$ cat src/rtl/mrs_pkg.sv
// Package for the Modbus RTU slave responder: word types, codes, constants
// and the CRC-16 byte update. No dependencies.
package mrs_pkg;

    localparam int FRAME_LEN = 8;
    localparam int RESP_MAX  = 7;

    // action codes
    localparam logic [1:0] ACT_BYTE   = 2'd0;
    localparam logic [1:0] ACT_END    = 2'd1;
    localparam logic [1:0] ACT_SENSOR = 2'd2;

    // configuration register indexes
    localparam logic [7:0] CFG_VERSION  = 8'd0;
    localparam logic [7:0] CFG_HUM_BASE = 8'd1;

    // function codes
    localparam logic [7:0] FN_READ_COILS = 8'h01;
    localparam logic [7:0] FN_READ_INPUT = 8'h02;
    localparam logic [7:0] FN_READ_HOLD  = 8'h03;
    localparam logic [7:0] FN_READ_IREG  = 8'h04;
    localparam logic [7:0] FN_WRITE_COIL = 8'h05;
    localparam logic [7:0] FN_WRITE_ADDR = 8'h06;

    // exception codes
    localparam logic [7:0] EXC_FUNC = 8'h01;
    localparam logic [7:0] EXC_ADDR = 8'h02;
    localparam logic [7:0] EXC_VAL  = 8'h03;

    localparam logic [15:0] CRC_INIT    = 16'hFFFF;
    localparam logic [15:0] CRC_POLY    = 16'hA001;
    localparam logic [15:0] VERSION_REG = 16'h07D6;
    localparam logic [15:0] COIL_ON     = 16'hFF00;
    localparam logic [7:0]  VERSION_TAG = 8'h76;
    localparam logic [7:0]  MAX_ADDRESS = 8'd247;

    typedef struct packed {
        logic [1:0]  action;
        logic [7:0]  rx_byte;
        logic        reed_level;
        logic [1:0]  sensor_index;
        logic [15:0] sensor_value;
    } in_word_t;

    typedef struct packed {
        logic [7:0] tx_byte;
        logic       last;
        logic [1:0] relay_state;
    } out_word_t;

    // one response, without its CRC
    typedef struct packed {
        logic [RESP_MAX-1:0][7:0] bytes;
        logic [2:0]               len;
        logic [1:0]               relays;
    } job_t;

    // reflected CRC-16 over one byte, eight shift steps
    function automatic logic [15:0] crc_byte(input logic [15:0] crc_in,
                                             input logic [7:0] data);
        logic [15:0] c;
        c = crc_in ^ {8'h00, data};
        for (int j = 0; j < 8; j++) begin
            if (c[0])
                c = (c >> 1) ^ CRC_POLY;
            else
                c = c >> 1;
        end
        return c;
    endfunction

endpackage

$ cat src/rtl/mrs_front.sv
// Front part: collects request bytes, keeps slave state, checks the CRC
// byte by byte and builds the response job. Depends on mrs_pkg.
module mrs_front (
    input  logic             clk,
    input  logic             rst_n,
    input  logic             push,
    output logic             full,
    input  mrs_pkg::in_word_t in_data,
    input  logic             cfg_valid,
    output logic             cfg_ready,
    input  logic [7:0]       cfg_index,
    input  logic [23:0]      cfg_data,
    input  logic             q_full,
    output logic             q_push,
    output mrs_pkg::job_t    q_data
);
    import mrs_pkg::*;

    typedef enum logic [2:0] {
        S_IDLE = 3'b001,
        S_CRC  = 3'b010,
        S_PUSH = 3'b100
    } state_t;

    state_t      state_reg, state_next;
    logic [7:0]  fb_reg [FRAME_LEN];
    logic [3:0]  cnt_reg;
    logic [7:0]  addr_reg, addr_next;
    logic [1:0]  relays_reg, relays_next;
    logic [15:0] sens_reg [4];
    logic [23:0] ver_reg;
    logic [15:0] hb_reg;
    logic [15:0] crc_reg;
    logic [2:0]  ci_reg;
    logic        reed_reg;
    logic        accept, frame_ok;
    job_t        job;

    assign full      = (state_reg != S_IDLE);
    assign cfg_ready = 1'b1;
    assign accept    = push && !full;
    assign frame_ok  = (crc_reg == {fb_reg[7], fb_reg[6]}) && (fb_reg[0] == addr_reg);
    assign q_push    = (state_reg == S_PUSH) && frame_ok && !q_full;
    assign q_data    = job;

    // response builder
    always_comb
    begin
        logic [7:0]  func;
        logic [15:0] rg, vl, rd, dh;
        logic [16:0] sum;
        logic        bitsel;
        func   = fb_reg[1];
        rg     = {fb_reg[2], fb_reg[3]};
        vl     = {fb_reg[4], fb_reg[5]};
        sum    = {1'b0, rg} + {1'b0, vl};
        dh     = rg - hb_reg;
        rd     = 16'h0000;
        bitsel = rg[0];
        job.bytes      = '0;
        job.bytes[0]   = addr_reg;
        job.bytes[1]   = func;
        job.len        = 3'd3;
        addr_next      = addr_reg;
        relays_next    = relays_reg;
        job.bytes[2]   = EXC_FUNC;
        job.bytes[1]   = func | 8'h80;
        case (func)
            FN_READ_COILS:
            begin
                if (vl == 16'h0000 || sum > 17'd2)
                    job.bytes[2] = EXC_ADDR;
                else
                begin
                    job.bytes[1] = func;
                    job.bytes[2] = 8'h01;
                    job.bytes[3] = (vl == 16'd2) ? {6'd0, relays_reg}
                                                 : {7'd0, relays_reg[bitsel]};
                    job.len = 3'd4;
                end
            end
            FN_READ_INPUT:
            begin
                job.bytes[1] = func;
                job.bytes[2] = 8'h01;
                job.bytes[3] = {7'd0, !reed_reg};
                job.len = 3'd4;
            end
            FN_READ_HOLD:
            begin
                if (rg == VERSION_REG)
                begin
                    job.bytes[1] = func;
                    job.bytes[2] = 8'h04;
                    job.bytes[3] = VERSION_TAG;
                    job.bytes[4] = ver_reg[23:16];
                    job.bytes[5] = ver_reg[15:8];
                    job.bytes[6] = ver_reg[7:0];
                    job.len = 3'd7;
                end
                else if (rg == 16'h0000)
                begin
                    job.bytes[1] = func;
                    job.bytes[2] = 8'h02;
                    job.bytes[3] = 8'h00;
                    job.bytes[4] = addr_reg;
                    job.len = 3'd5;
                end
                else
                    job.bytes[2] = EXC_ADDR;
            end
            FN_READ_IREG:
            begin
                if (rg < 16'd2 || (rg >= hb_reg && dh < 16'd2))
                begin
                    rd = (rg < 16'd2) ? sens_reg[{1'b0, rg[0]}] : sens_reg[{1'b1, dh[0]}];
                    job.bytes[1] = func;
                    job.bytes[2] = 8'h02;
                    job.bytes[3] = rd[15:8];
                    job.bytes[4] = rd[7:0];
                    job.len = 3'd5;
                end
                else
                    job.bytes[2] = EXC_ADDR;
            end
            FN_WRITE_COIL:
            begin
                if (rg > 16'd1)
                    job.bytes[2] = EXC_ADDR;
                else if (vl == COIL_ON || vl == 16'h0000)
                begin
                    relays_next[bitsel] = (vl == COIL_ON);
                    job.bytes[1] = func;
                    job.bytes[2] = fb_reg[2];
                    job.bytes[3] = fb_reg[3];
                    job.bytes[4] = fb_reg[4];
                    job.bytes[5] = fb_reg[5];
                    job.len = 3'd6;
                end
                else
                    job.bytes[2] = EXC_VAL;
            end
            FN_WRITE_ADDR:
            begin
                if (rg != 16'h0000)
                    job.bytes[2] = EXC_ADDR;
                else if (vl == 16'h0000 || vl > {8'd0, MAX_ADDRESS})
                    job.bytes[2] = EXC_VAL;
                else
                begin
                    addr_next = vl[7:0];
                    job.bytes[1] = func;
                    job.bytes[2] = fb_reg[2];
                    job.bytes[3] = fb_reg[3];
                    job.bytes[4] = fb_reg[4];
                    job.bytes[5] = fb_reg[5];
                    job.len = 3'd6;
                end
            end
            default:
                job.bytes[2] = EXC_FUNC;
        endcase
        job.relays = relays_next;
    end

    // next state
    always_comb
    begin
        state_next = state_reg;
        case (state_reg)
            S_IDLE:
                if (accept && in_data.action == ACT_END && cnt_reg == 4'(FRAME_LEN))
                    state_next = S_CRC;
            S_CRC:
                if (ci_reg == 3'd5)
                    state_next = S_PUSH;
            S_PUSH:
                if (!frame_ok || !q_full)
                    state_next = S_IDLE;
            default:
                state_next = S_IDLE;
        endcase
    end

    // control and state registers
    always_ff @(posedge clk or negedge rst_n)
    begin
        if (!rst_n)
        begin
            state_reg  <= S_IDLE;
            cnt_reg    <= '0;
            addr_reg   <= 8'd1;
            relays_reg <= '0;
            ver_reg    <= '0;
            hb_reg     <= 16'd2;
            ci_reg     <= '0;
            for (int i = 0; i < 4; i++)
                sens_reg[i] <= '0;
        end
        else
        begin
            state_reg <= state_next;
            if (cfg_valid && cfg_index == CFG_VERSION)
                ver_reg <= cfg_data;
            if (cfg_valid && cfg_index == CFG_HUM_BASE)
                hb_reg <= cfg_data[15:0];
            if (accept)
            begin
                case (in_data.action)
                    ACT_BYTE:
                        if (!(cnt_reg == 4'd0 && in_data.rx_byte != addr_reg))
                            cnt_reg <= (cnt_reg < 4'(FRAME_LEN)) ? cnt_reg + 4'd1
                                                                 : 4'(FRAME_LEN + 1);
                    ACT_END:
                        cnt_reg <= '0;
                    ACT_SENSOR:
                        sens_reg[in_data.sensor_index] <= in_data.sensor_value;
                    default:
                        ;
                endcase
            end
            if (state_reg == S_IDLE)
                ci_reg <= '0;
            else if (state_reg == S_CRC)
                ci_reg <= ci_reg + 3'd1;
            if (q_push)
            begin
                addr_reg   <= addr_next;
                relays_reg <= relays_next;
            end
        end
    end

    // frame bytes and CRC check datapath
    always_ff @(posedge clk)
    begin
        if (accept && in_data.action == ACT_BYTE && cnt_reg < 4'(FRAME_LEN)
            && !(cnt_reg == 4'd0 && in_data.rx_byte != addr_reg))
            fb_reg[cnt_reg[2:0]] <= in_data.rx_byte;
        if (accept && in_data.action == ACT_END)
        begin
            crc_reg  <= CRC_INIT;
            reed_reg <= in_data.reed_level;
        end
        else if (state_reg == S_CRC)
            crc_reg <= crc_byte(crc_reg, fb_reg[ci_reg]);
    end

endmodule

$ cat src/rtl/mrs_queue.sv
// Two-entry job queue between front and back parts. Depends on mrs_pkg.
module mrs_queue (
    input  logic          clk,
    input  logic          rst_n,
    input  logic          wr,
    input  mrs_pkg::job_t wr_data,
    output logic          q_full,
    input  logic          rd,
    output logic          q_empty,
    output mrs_pkg::job_t rd_data
);
    import mrs_pkg::*;

    job_t       mem [2];
    logic       wp_reg, rp_reg;
    logic [1:0] cnt_reg;

    assign q_full  = (cnt_reg == 2'd2);
    assign q_empty = (cnt_reg == 2'd0);
    assign rd_data = mem[rp_reg];

    // storage
    always_ff @(posedge clk)
    begin
        if (wr && !q_full)
            mem[wp_reg] <= wr_data;
    end

    // pointers
    always_ff @(posedge clk or negedge rst_n)
    begin
        if (!rst_n)
        begin
            wp_reg  <= 1'b0;
            rp_reg  <= 1'b0;
            cnt_reg <= '0;
        end
        else
        begin
            if (wr && !q_full)
                wp_reg <= !wp_reg;
            if (rd && !q_empty)
                rp_reg <= !rp_reg;
            cnt_reg <= cnt_reg + 2'((wr && !q_full) ? 1 : 0) - 2'((rd && !q_empty) ? 1 : 0);
        end
    end

endmodule

$ cat src/rtl/mrs_back.sv
// Back part: sends one job byte per pop and appends its CRC, low byte
// first. Depends on mrs_pkg.
module mrs_back (
    input  logic              clk,
    input  logic              rst_n,
    input  logic              q_empty,
    input  mrs_pkg::job_t     q_data,
    output logic              q_pop,
    output logic              empty,
    input  logic              pop,
    output mrs_pkg::out_word_t out_data
);
    import mrs_pkg::*;

    job_t        job_reg;
    logic        active_reg;
    logic [3:0]  idx_reg;
    logic [15:0] crc_reg;
    logic        in_body, is_last, take;

    assign q_pop   = !active_reg && !q_empty;
    assign empty   = !active_reg;
    assign in_body = idx_reg < {1'b0, job_reg.len};
    assign is_last = idx_reg == ({1'b0, job_reg.len} + 4'd1);
    assign take    = pop && active_reg;

    // output word
    always_comb
    begin
        if (in_body)
            out_data.tx_byte = job_reg.bytes[idx_reg[2:0]];
        else if (is_last)
            out_data.tx_byte = crc_reg[15:8];
        else
            out_data.tx_byte = crc_reg[7:0];
        out_data.last        = is_last;
        out_data.relay_state = job_reg.relays;
    end

    // sequencing
    always_ff @(posedge clk or negedge rst_n)
    begin
        if (!rst_n)
        begin
            active_reg <= 1'b0;
            idx_reg    <= '0;
        end
        else if (q_pop)
        begin
            active_reg <= 1'b1;
            idx_reg    <= '0;
        end
        else if (take)
        begin
            idx_reg <= idx_reg + 4'd1;
            if (is_last)
                active_reg <= 1'b0;
        end
    end

    // job and running CRC
    always_ff @(posedge clk)
    begin
        if (q_pop)
        begin
            job_reg <= q_data;
            crc_reg <= CRC_INIT;
        end
        else if (take && in_body)
            crc_reg <= crc_byte(crc_reg, job_reg.bytes[idx_reg[2:0]]);
    end

endmodule

$ cat src/rtl/modbus_rtu_slave_responder.sv
// Modbus RTU slave responder top level: front part, job queue, back part.
// Depends on mrs_pkg, mrs_front, mrs_queue and mrs_back.
//
// Received-byte and sensor-update words never stall the input. A frame-end
// word for a full 8-byte request raises full after the edge that takes it,
// while the front checks the request CRC one byte per cycle over the first
// six bytes, then builds the response and waits for a slot in the two-entry
// job queue, dropping a request whose CRC or address does not match.
// Responses (5 to 9 words, the last marked by last) leave the back part one
// word per pop, with empty high between them, while the front keeps taking
// new words. Configuration writes are always ready and take effect at once.
module modbus_rtu_slave_responder (
    input  logic               clk,
    input  logic               rst_n,
    input  logic               push,
    output logic               full,
    input  mrs_pkg::in_word_t  in_data,
    output logic               empty,
    input  logic               pop,
    output mrs_pkg::out_word_t out_data,
    input  logic               cfg_valid,
    output logic               cfg_ready,
    input  logic [7:0]         cfg_index,
    input  logic [23:0]        cfg_data
);
    import mrs_pkg::*;

    job_t wr_job, rd_job;
    logic q_wr, q_full, q_rd, q_empty;

    mrs_front u_front (
        .clk       (clk),
        .rst_n     (rst_n),
        .push      (push),
        .full      (full),
        .in_data   (in_data),
        .cfg_valid (cfg_valid),
        .cfg_ready (cfg_ready),
        .cfg_index (cfg_index),
        .cfg_data  (cfg_data),
        .q_full    (q_full),
        .q_push    (q_wr),
        .q_data    (wr_job)
    );

    mrs_queue u_queue (
        .clk     (clk),
        .rst_n   (rst_n),
        .wr      (q_wr),
        .wr_data (wr_job),
        .q_full  (q_full),
        .rd      (q_rd),
        .q_empty (q_empty),
        .rd_data (rd_job)
    );

    mrs_back u_back (
        .clk      (clk),
        .rst_n    (rst_n),
        .q_empty  (q_empty),
        .q_data   (rd_job),
        .q_pop    (q_rd),
        .empty    (empty),
        .pop      (pop),
        .out_data (out_data)
    );

endmodule

$ cat config.mk
export PLATFORM = sky130hd
export DESIGN_NAME = modbus_rtu_slave_responder
export DESIGN_NICKNAME = d
export VERILOG_FILES = /design/src/rtl/mrs_pkg.sv /design/src/rtl/mrs_front.sv /design/src/rtl/mrs_queue.sv /design/src/rtl/mrs_back.sv /design/src/rtl/modbus_rtu_slave_responder.sv
export SDC_FILE = /design/constraint.sdc
export NUM_CORES = 1
export LEC_CHECK = 0
export ABC_AREA = 1
export BUFFER_PORTS_ARGS = -buffer_cell sky130_fd_sc_hd__buf_2
export CORE_MARGIN = 3
export CORE_UTILIZATION = 55
export CTS_CLUSTER_SIZE = 20
export DETAILED_ROUTE_END_ITERATION = 10
export PLACE_DENSITY = 0.76
export SYNTH_ARGS = -nofsm -noshare
export SYNTH_HDL_FRONTEND = slang
export SYNTH_HIERARCHICAL = 1
export SYNTH_SLANG_ARGS = --single-unit
export TNS_END_PERCENT = 10
$ cat constraint.sdc
create_clock -name clk -period 9.96 [get_ports clk]
set_input_delay 1.992 -clock clk [delete_from_list [all_inputs] [get_ports clk]]
set_output_delay 1.992 -clock clk [all_outputs]
set_load 0.1 [all_outputs]
Yosys cells after proc, flatten, opt, wreduce, memory -nomap -nowiden
Memories as Yosys holds them, arrays and structs flattened. A register that Yosys moved wholly into a read port is not among the register bits. Index checks and enable logic that the tools add are counted.

$add $sub $neg: 8. Magnitude comparators: 15. Equal/unequal tests: 27. Muxes and demuxes: 123. Bitwise operators: 23. Reduce and logical (&&, ||, !) cells: 50.

Operator list (count): two-way mux 16 bit (53); two-way mux 8 bit (16); two-way mux 24 bit (4); one-hot mux 8 bit (6 select lines) (2); binary-select mux 16 bit (select 2 bit) (2); bitwise mux 64 bit (1); NOT 2 -> 3 bit (18); one-hot mux 8 bit (5 select lines) (1); two-way mux 3 bit (13); demux 16 bit (select 2 bit) (1); logical NOT 16 bit (2); less-than comparator 16 x 2 -> 1 bit (second input constant) (2); two-way mux 32 bit (1); one-hot mux 8 bit (4 select lines) (1); bitwise XOR 16 x 8 -> 16 bit (2); binary-select mux 8 bit (select 3 bit) (1); equality test 8 x 3 -> 1 bit (second input constant) (3); one-hot mux 8 bit (3 select lines) (1); logical AND 1 bit (20); one-hot mux 3 bit (6 select lines) (1); adder 16 x 16 -> 17 bit (1); greater-than comparator 17 x 2 -> 1 bit (second input constant) (1); equality test 16 x 11 -> 1 bit (second input constant) (1); equality test 16 bit (1); other kinds (51) (97).

Bits in registers: 166. Bits in writable memories: 186. Output and inout port bits: 14. Memories kept: 2.

Memory list: u_queue.mem (words 2, width 61, read ports 1, clocked after Yosys merged registers in 1, wr ports 1, RTL line mrs_queue.sv:14) `job_t mem [2];`; u_front.fb_reg (words 8, width 8, read ports 9, clocked after Yosys merged registers in 0, wr ports 1, RTL line mrs_front.sv:26) `logic [7:0] fb_reg [FRAME_LEN];`.

Depth between registers and ports, before layout
Gate-level depths: netlist of the first run.

Depth after elaboration: 33. Gate-level depth with buffers: 21. Mapped depth without buffers: 20.

Cells and area by module
The synthesis of the first run kept the hierarchy.

Modules (own cells, without submodules): mrs_front (instances 1, cells each 1459, area each 12029.0 µm², sequential area each 5378.9 µm²); mrs_queue (instances 1, cells each 352, area each 4713.3 µm², sequential area each 3763.6 µm²); mrs_back (instances 1, cells each 404, area each 3975.1 µm², sequential area each 2277.2 µm²).

Least setup slack after synthesis of the first run
OpenSTA, ideal clock, no wires.

Path type: register to output. Start point: reg u_back.idx_reg[0]. End point: out out_data[10] (netlist name). Data arrival time: 3.503 ns. Path slack: 4.465 ns. Cell stages (with the launch flop): 10. Buffers on the path: 3. Cells stage by stage: dfrtp_1 -> buf_6 -> inv_6 -> buf_6 -> ha_1 -> nor2_1 -> o21ai_0 -> nand2_1 -> clkbuf_1 -> o21ai_0.

RTL lines: start: declaration (RTL line mrs_back.sv:17) `logic [3:0] idx_reg;`; start signal: assignment (RTL line mrs_back.sv:55) `idx_reg <= idx_reg + 4'd1;`; end: declaration (RTL line modbus_rtu_slave_responder.sv:20) `output mrs_pkg::out_word_t out_data,`.

==> key figures, run 1 <==
Place
  – Hpwl dp: approximately 37000 um
  – Buffers on Ports: about 80
  – Post-Place Cells: approximately 2700
  – Placement-stage cell area: between 20000 and 25000 sq um
  – Routability congestion estimate from global placement: roughly 0.93

Finish
  – Filler cells: 2980
  – Net count reported at finish: 2372
  – Sequential standard cell area: roughly 11000 sq um
  – Final instance area: ~23000 sq um
  – Highest-count cells in the layout ignoring fill and taps: 603 x sky130_fd_sc_hd__nand2_1, 248 x sky130_fd_sc_hd__edfxtp_1, 216 x sky130_fd_sc_hd__inv_1, 172 x sky130_fd_sc_hd__o21ai_0, 136 x sky130_fd_sc_hd__nor2_1
  – Number of diodes added for antenna fixing: 0
  – Footprint of the multi-input gates: 7850 sq um
  – Synth-to-Final Area Change: 9.41%
  – Commonest non-fill, non-tap cell in the layout: sky130_fd_sc_hd__nand2_1
  – Number of flip-flops in the largest register: ~120
  – Count of placed standard cells in the final layout, fillers left out: between 2000 and 3000
  – Share of post-route cells with drive strength above 1: roughly an eighth

Clocking
  – Clock input transition at the sequential cells of the worst setup and hold paths: roughly 60 ps
  – Clock net sink count: a little over 400
  – Post-cts repair resize count: 0
  – CTS tree: yes
  – Setup fix buffers added after clock tree synthesis: 0
  – Number of buffers inserted during clock tree synthesis: between 40 and 50
  – Maximum clock path buffer count: 3
  – Root Driver: sky130_fd_sc_hd__clkbuf_16
  – Post-CTS Hold Fix Bufs: 0
  – CTS H-tree depth: 2
  – Clock latency at the later pin of the worst-skew pair: 560 ps

Drt
  – Via density per instance: about 5.7
  – Total Routed Length: 52000 um
  – Detailed router's first-iteration violation count: 1811
  – Uppermost metal layer occupied by signal nets: met4
  – Met3 routed WL: around 4300 um
  – Number of vias after detailed routing: around 16000
  – Final routed wire length divided by cell count: between 15 and 20 um
  – # DRC: 0
  – Detail Route Antenna Nets: 0
  – First-pass iteration count of the detailed router: 6
  – Post-Route M1 WL: roughly 22000 um
  – Met2 routed wirelength: around 24000 um

Synthesis
  – Post-synthesis compound-gate area fraction: a little over a tenth
  – Proportion of synthesized area in mux cells: under 10%
  – Synth top area share: a little over a third
  – Ranking of synthesized cells by area: sky130_fd_sc_hd__edfxtp_1 36%, sky130_fd_sc_hd__dfrtp_1 16%, sky130_fd_sc_hd__nand2_1 11%, sky130_fd_sc_hd__o21ai_0 4.2%, sky130_fd_sc_hd__inv_1 3.9%
  – Count of cell types in the netlist: 69
  – Asr flop ratio synth: roughly 32%
  – Post-Synth Adder-Cell Area: under 10%
  – Cells after Synth: around 2200
  – Number of synthesis warnings: 6
  – Simple-gate portion of the synthesized area: approximately a fifth
  – Seq/Total Area, Yosys: a little under three fifths
  – Register bit total from synthesis: 413
  – Primary FF master, synth: sky130_fd_sc_hd__edfxtp_1
  – Dominant combinational cell family by area after synthesis: simple AND/OR/NAND/NOR gates
  – Average cell area after synthesis: approximately 9.4 sq um
  – Number of enable flip-flop cells after synthesis: about 250
  – Post-synthesis cell area: about 21000 sq um
  – Xor and xnor area share after synthesis: ~2.4%
  – Cell type with the highest aggregate area in the netlist: sky130_fd_sc_hd__edfxtp_1

Global routing
  – Total GRT Usage: 26.5%
  – Wire length of the first global-routing pass: around 82000 um
  – Via count of the first global-routing pass: ~15000
  – Total congestion overflow after global routing: 0
  – Initial antenna violation count: 0
  – Pin count of the biggest net entering global routing: 73

Worst setup path
  – Critical Path Source Type: register
  – Data required time at the worst endpoint: roughly 8000 ps
  – CP Launch Point: u_back/idx_reg[0]
  – Maximum fanout along the worst path: 29
  – Setup crit end kind: output pin
  – Data arrival, critical path: between 3000 and 4000 ps
  – R2R Path Start: u_front/fb_reg[3][0]
  – Setup Crit Path Kind: reg2out

Die
  – Die Height: 200 um
  – Site Rows: 70
  – Die X-Extent: 200 um
  – Area of the core: 36900 sq um
  – Full die area: between 40000 and 50000 sq um
  – Effective utilization at floorplan: roughly 56%
  – Io pins: 80

STA
  – Achievable frequency: approximately 0.17 GHz
  – Minimum clock period: between 5000 and 6000 ps
  – Rel. slew slack: between 10% and 20%
  – Hold Fails Final Rpt: 0
  – RSZ-0062 raised after global routing: false
  – Transition time at the pin with the least slew margin: 1310 ps
  – Total Negative Setup Slacks: 0 ps
  – Worst clock skew: between 20 and 25 ps
  – Number of pins with negative max-slew slack in the final report: 0
  – Final setup vio count: 0
  – Fraction of the cycle the final worst path needs: 57.9%

Min path
  – Startpoint of the most critical hold path: u_queue/wp_reg
  – Type of the most critical hold path: reg2reg

Power
  – Ratio of total power to cell area: around 230 nW/um^2
  – Static power due to leakage: about 10 nW
  – Maximum ir drop on the vdd rail: between 0.0001 and 0.00015 V
  – Total power of the final layout: 0.00517 W

Run
  – Max-cap viol count: 0

Run status
  – Status: finished clean
[cell usage after synthesis, drive strengths merged (2+ instances only)]
master / count
a211oi: 4
a21boi: 2
a21o: 5
a21oi: 63
a221oi: 8
a22oi: 2
a31o: 12
a31oi: 6
and3: 2
buf: 58
clkbuf: 32
clkinv: 2
conb: 2
dfrtp: 130
dfstp: 3
dfxtp: 32
edfxtp: 248
fa: 2
ha: 43
inv: 233
mux2: 24
nand2: 627
nand3: 115
nand3b: 5
nand4: 33
nor2: 144
nor3: 20
nor4: 20
o211ai: 40
o21a: 5
o21ai: 214
o21bai: 2
o221ai: 3
o22ai: 2
o31ai: 3
or2: 9
xnor2: 24
xor2: 28
[where the power goes]
part           switching, W  internal [W]
Combinational      0.000985      0.000440
Sequential         0.000162       0.00200
Clock              0.000659      0.000917
Total               0.00181       0.00336
[layer usage]
layer / up-vias / global-route usage, %
met5: - / 0
met4: 0 / 9.98
met3: 127 / 4.85
met2: 644 / 41.4
met1: 7550 / 37.5
li1: 7549 / -
[metrics by stage]
step,utilization (%),setup slack (ps),hold slack (ps)
finish,61.5,4190,471
global route,61.5,3810,510
CTS,61.5,4180,475
detailed placement,57.7,4780,460
global placement,57.7,4930,456
floorplan,-,4460,442
[critical path, stage by stage, from the launching register on]
cell	delay, ps
sky130_fd_sc_hd__dfrtp_1	1040
sky130_fd_sc_hd__inv_6	210
sky130_fd_sc_hd__ha_1	350
sky130_fd_sc_hd__a21oi_1	120
sky130_fd_sc_hd__o21ai_0	100
sky130_fd_sc_hd__a21oi_1	130
sky130_fd_sc_hd__nand3_1	420
sky130_fd_sc_hd__nand2_1	180
sky130_fd_sc_hd__o211ai_1	100
sky130_fd_sc_hd__o21ai_0	110
sky130_fd_sc_hd__buf_2	450
[area by class of cell]
class                      count  area share, %
inverter                     235           3.96
timing repair buffer          87           2.05
clock inverter                21          0.806
sequential                   413           50.4
tap                          504           2.78
multi-input combinational   1481           34.6
clock buffer                  59           5.39
[cell families after synthesis]
kind of cell	after synthesis
fa+ha+maj	45
mux	24
flops	413
buf+inv	325
xor+xnor	52
simple gates	978
other cells	2
compound gates	376
[final timing paths]
kind	to	slack, ps	cells past startpoint
worst max-delay path	out_data[3]	4190	10
worst max register to register	u_queue/mem[0][41]	5620	14
min in group asynchronous	u_front/sens_reg[11]	1480	1
worst min-delay path	u_queue/wp_reg	470	2
max in group asynchronous	u_front/addr_reg[7]	7170	2
worst min register to register	u_queue/wp_reg	470	2
No activity file was read; power rests on OpenSTA's default activity.
==> run 2, diff against run 1 <==
==> constraint.sdc (replaced) <==
create_clock -name clk -period 5.63 [get_ports clk]
set_input_delay 1.126 -clock clk [delete_from_list [all_inputs] [get_ports clk]]
set_output_delay 1.126 -clock clk [all_outputs]
set_load 0.1 [all_outputs]
==> run 2 against run 1 <==
Net effect: critical path depth up 1; setup slack worse by 3000 ps; power up 80%; final area up 0.30%; clock power up 83%; via count about the same; critical endpoint unchanged; largest cell class unchanged; highest routed layer unchanged.
==> key figures, run 2 (synthesis gave the netlist of run 1 again) <==
Min path
  – Type of the most critical hold path: reg2reg

Worst setup path
  – Number of buffers and inverters on the critical path: 3 (+1)
  – Cell type of the slowest stage on the worst timing path: sky130_fd_sc_hd__nand3_1
  – Critical Path Source Type: register
  – Maximum fanout along the worst path: 29 (unchanged)
  – Critical path, cell by cell: buf_4 -> inv_6 -> ha_1 -> a21oi_1 -> o21ai_0 -> a21oi_1 -> nand3_1 -> nand2_1 -> o211ai_1 -> o21ai_0 -> buf_2
  – Peak per-stage delay on the critical path: 460 ps (-580 ps)
  – Setup Crit Path Kind: reg2out
  – Critical path's top delay family: buffers and inverters
  – Data arrival, critical path: 3360 ps (-420 ps)
  – Data required time at the worst endpoint: 4500 ps (-3470 ps)
  – Setup crit end kind: output pin

Global routing
  – Wire length of the first global-routing pass: 82600 um (+0.16%)
  – Pin count of the biggest net entering global routing: 89 (+22%)
  – Total congestion overflow after global routing: 0 (unchanged)
  – Total GRT Usage: 26.7% (+0.16 points)
  – Via count of the first global-routing pass: 14800 (-2.5%)
  – Initial antenna violation count: 0 (unchanged)

Power
  – Total power of the final layout: 0.00928 W (+80%)
  – Ratio of total power to cell area: 408 nW/um^2 (+79%)
  – Maximum ir drop on the vdd rail: 0.000260 V (+120%)
  – Static power due to leakage: 9.78 nW (+0.19%)

Die
  – Site Rows: 70 (unchanged)
  – Effective utilization at floorplan: 56.2% (unchanged)
  – Die X-Extent: 200 um (unchanged)
  – Die Height: 200 um (unchanged)
  – Io pins: 80 (unchanged)
  – Area of the core: 36900 sq um (unchanged)
  – Full die area: 40000 sq um (unchanged)

Clocking
  – Clock input transition at the sequential cells of the worst setup and hold paths: 60 ps (about the same)
  – Clock latency at the later pin of the worst-skew pair: 560 ps (about the same)
  – Setup fix buffers added after clock tree synthesis: 0 (unchanged)
  – Post-cts repair resize count: 0 (unchanged)
  – CTS H-tree depth: 2 (unchanged)
  – Number of buffers inserted during clock tree synthesis: 43 (unchanged)
  – Maximum clock path buffer count: 3 (unchanged)
  – Root Driver: sky130_fd_sc_hd__clkbuf_16
  – Clock net sink count: 413 (unchanged)
  – CTS tree: yes
  – Post-CTS Hold Fix Bufs: 0 (unchanged)

Finish
  – Number of flip-flops in the largest register: 122 (unchanged)
  – Number of diodes added for antenna fixing: 0 (unchanged)
  – Filler cells: 2996 (+0.54%)
  – Commonest non-fill, non-tap cell in the layout: sky130_fd_sc_hd__nand2_1
  – Highest-count cells in the layout ignoring fill and taps: 603 x sky130_fd_sc_hd__nand2_1, 248 x sky130_fd_sc_hd__edfxtp_1, 216 x sky130_fd_sc_hd__inv_1, 172 x sky130_fd_sc_hd__o21ai_0, 136 x sky130_fd_sc_hd__nor2_1
  – Net count reported at finish: 2375 (+0.13%)
  – Synth-to-Final Area Change: 9.74%
  – Share of post-route cells with drive strength above 1: 12.8% (+0.20 points)

STA
  – Achievable frequency: approximately 0.22 GHz
  – Minimum clock period: roughly 4500 ps
  – Rel. slew slack: 17.5% (+5.3 points)
  – Final setup vio count: 0 (unchanged)
  – Number of pins with negative max-slew slack in the final report: 0 (unchanged)
  – Fraction of the cycle the final worst path needs: 79.6%
  – Transition time at the pin with the least slew margin: 1230 ps (-72.3 ps)
  – Total Negative Setup Slacks: 0 ps (unchanged)
  – RSZ-0062 raised after global routing: false
  – Worst clock skew: 16.7 ps (-5.95 ps)
  – Hold Fails Final Rpt: 0 (unchanged)

Drt
  – Via density per instance: 5.66 (-0.10%)
  – Detailed router's first-iteration violation count: 1694 (-6.5%)
  – # DRC: 0 (unchanged)
  – First-pass iteration count of the detailed router: 6 (unchanged)
  – Number of vias after detailed routing: 15900 (+0.0063%)
  – Final routed wire length divided by cell count: 18.9 um (+2.0%)
  – Detail Route Antenna Nets: 0 (unchanged)
  – Total Routed Length: 53100 um (+2.2%)

Place
  – Routability congestion estimate from global placement: 0.992 (+6.9%)
  – Buffers on Ports: 78 (unchanged)
  – Hpwl dp: 37600 um (+3.0%)

Run status
  – Status: finished clean

Run
  – Max-cap viol count: 0 (unchanged)
run 2: cell type report:
| cell class | count | area (sq um) | share of cell area [%] |
|---|---|---|---|
| sequential | 413 | 11400 | 50.2 |
| multi-input combinational | 1481 | 7850 | 34.5 |
| clock buffer | 57 | 1200 | 5.28 |
| inverter | 235 | 897 | 3.95 |
| tap | 504 | 631 | 2.77 |
| timing repair buffer | 90 | 487 | 2.14 |
| clock inverter | 23 | 250 | 1.10 |
run 2: final timing paths:
| path | slack [ps] | depth (start not counted) | end | from |
|---|---|---|---|---|
| worst min register to register | 480 | 2 | u_front/sens_reg[7] | u_front/sens_reg[7] |
| max in group asynchronous | 3760 | 2 | u_front/relays_reg[1] | rst_n |
| min in group asynchronous | 640 | 1 | u_front/sens_reg[30] | rst_n |
| worst max-delay path | 1150 | 11 | out_data[3] | u_back/idx_reg[0] |
| worst min-delay path | 480 | 2 | u_front/sens_reg[7] | u_front/sens_reg[7] |
| worst max register to register | 1750 | 14 | u_queue/mem[0][39] | u_front/fb_reg[3][0] |
run 2: per-layer routing:
layer	track usage, %	part of all wire (%)
met5	0	0
met4	9.51	3.4
met3	4.15	7.9
met2	42.1	46
met1	38.0	43
run 2: power by group:
group	total, W	leakage [nW]	internal, W	switching, W
sequential	0.00381	4.33	0.00355	0.000260
clock	0.00289	0.686	0.00170	0.00120
combinational	0.00258	4.76	0.000782	0.00180
total	0.00928	9.78	0.00602	0.00326
run 2: stage by stage:
step / utilization, % / instance area [sq um] / setup WS, ps / cells / hold WS (ps)
final: 61.7 / 22700 / 1150 / 2803 / 482
after CTS: 61.7 / 22700 / 1150 / 2803 / 483
after detailed placement: 57.7 / 21300 / 1750 / 2723 / 469
after floorplan: - / 20700 / 1000 / 2219 / 442
after global routing: 61.7 / 22700 / 891 / 2803 / 503
after global placement: 57.7 / 21300 / 1900 / 2723 / 458
run 2: worst reg2reg max path, stage by stage (launching register included):
cell and delay, ps:
sky130_fd_sc_hd__edfxtp_1 380, sky130_fd_sc_hd__inv_1 680, sky130_fd_sc_hd__ha_1 400, sky130_fd_sc_hd__fa_1 230, sky130_fd_sc_hd__nand3b_1 120, sky130_fd_sc_hd__nand2_1 100
sky130_fd_sc_hd__a21oi_2 210, sky130_fd_sc_hd__o21ai_0 150, sky130_fd_sc_hd__xor2_1 170, sky130_fd_sc_hd__nor2_1 100, sky130_fd_sc_hd__nor3b_1 210, sky130_fd_sc_hd__nand4_1 220
sky130_fd_sc_hd__nand2_2 150, sky130_fd_sc_hd__nand2_2 240, sky130_fd_sc_hd__o21ai_0 340
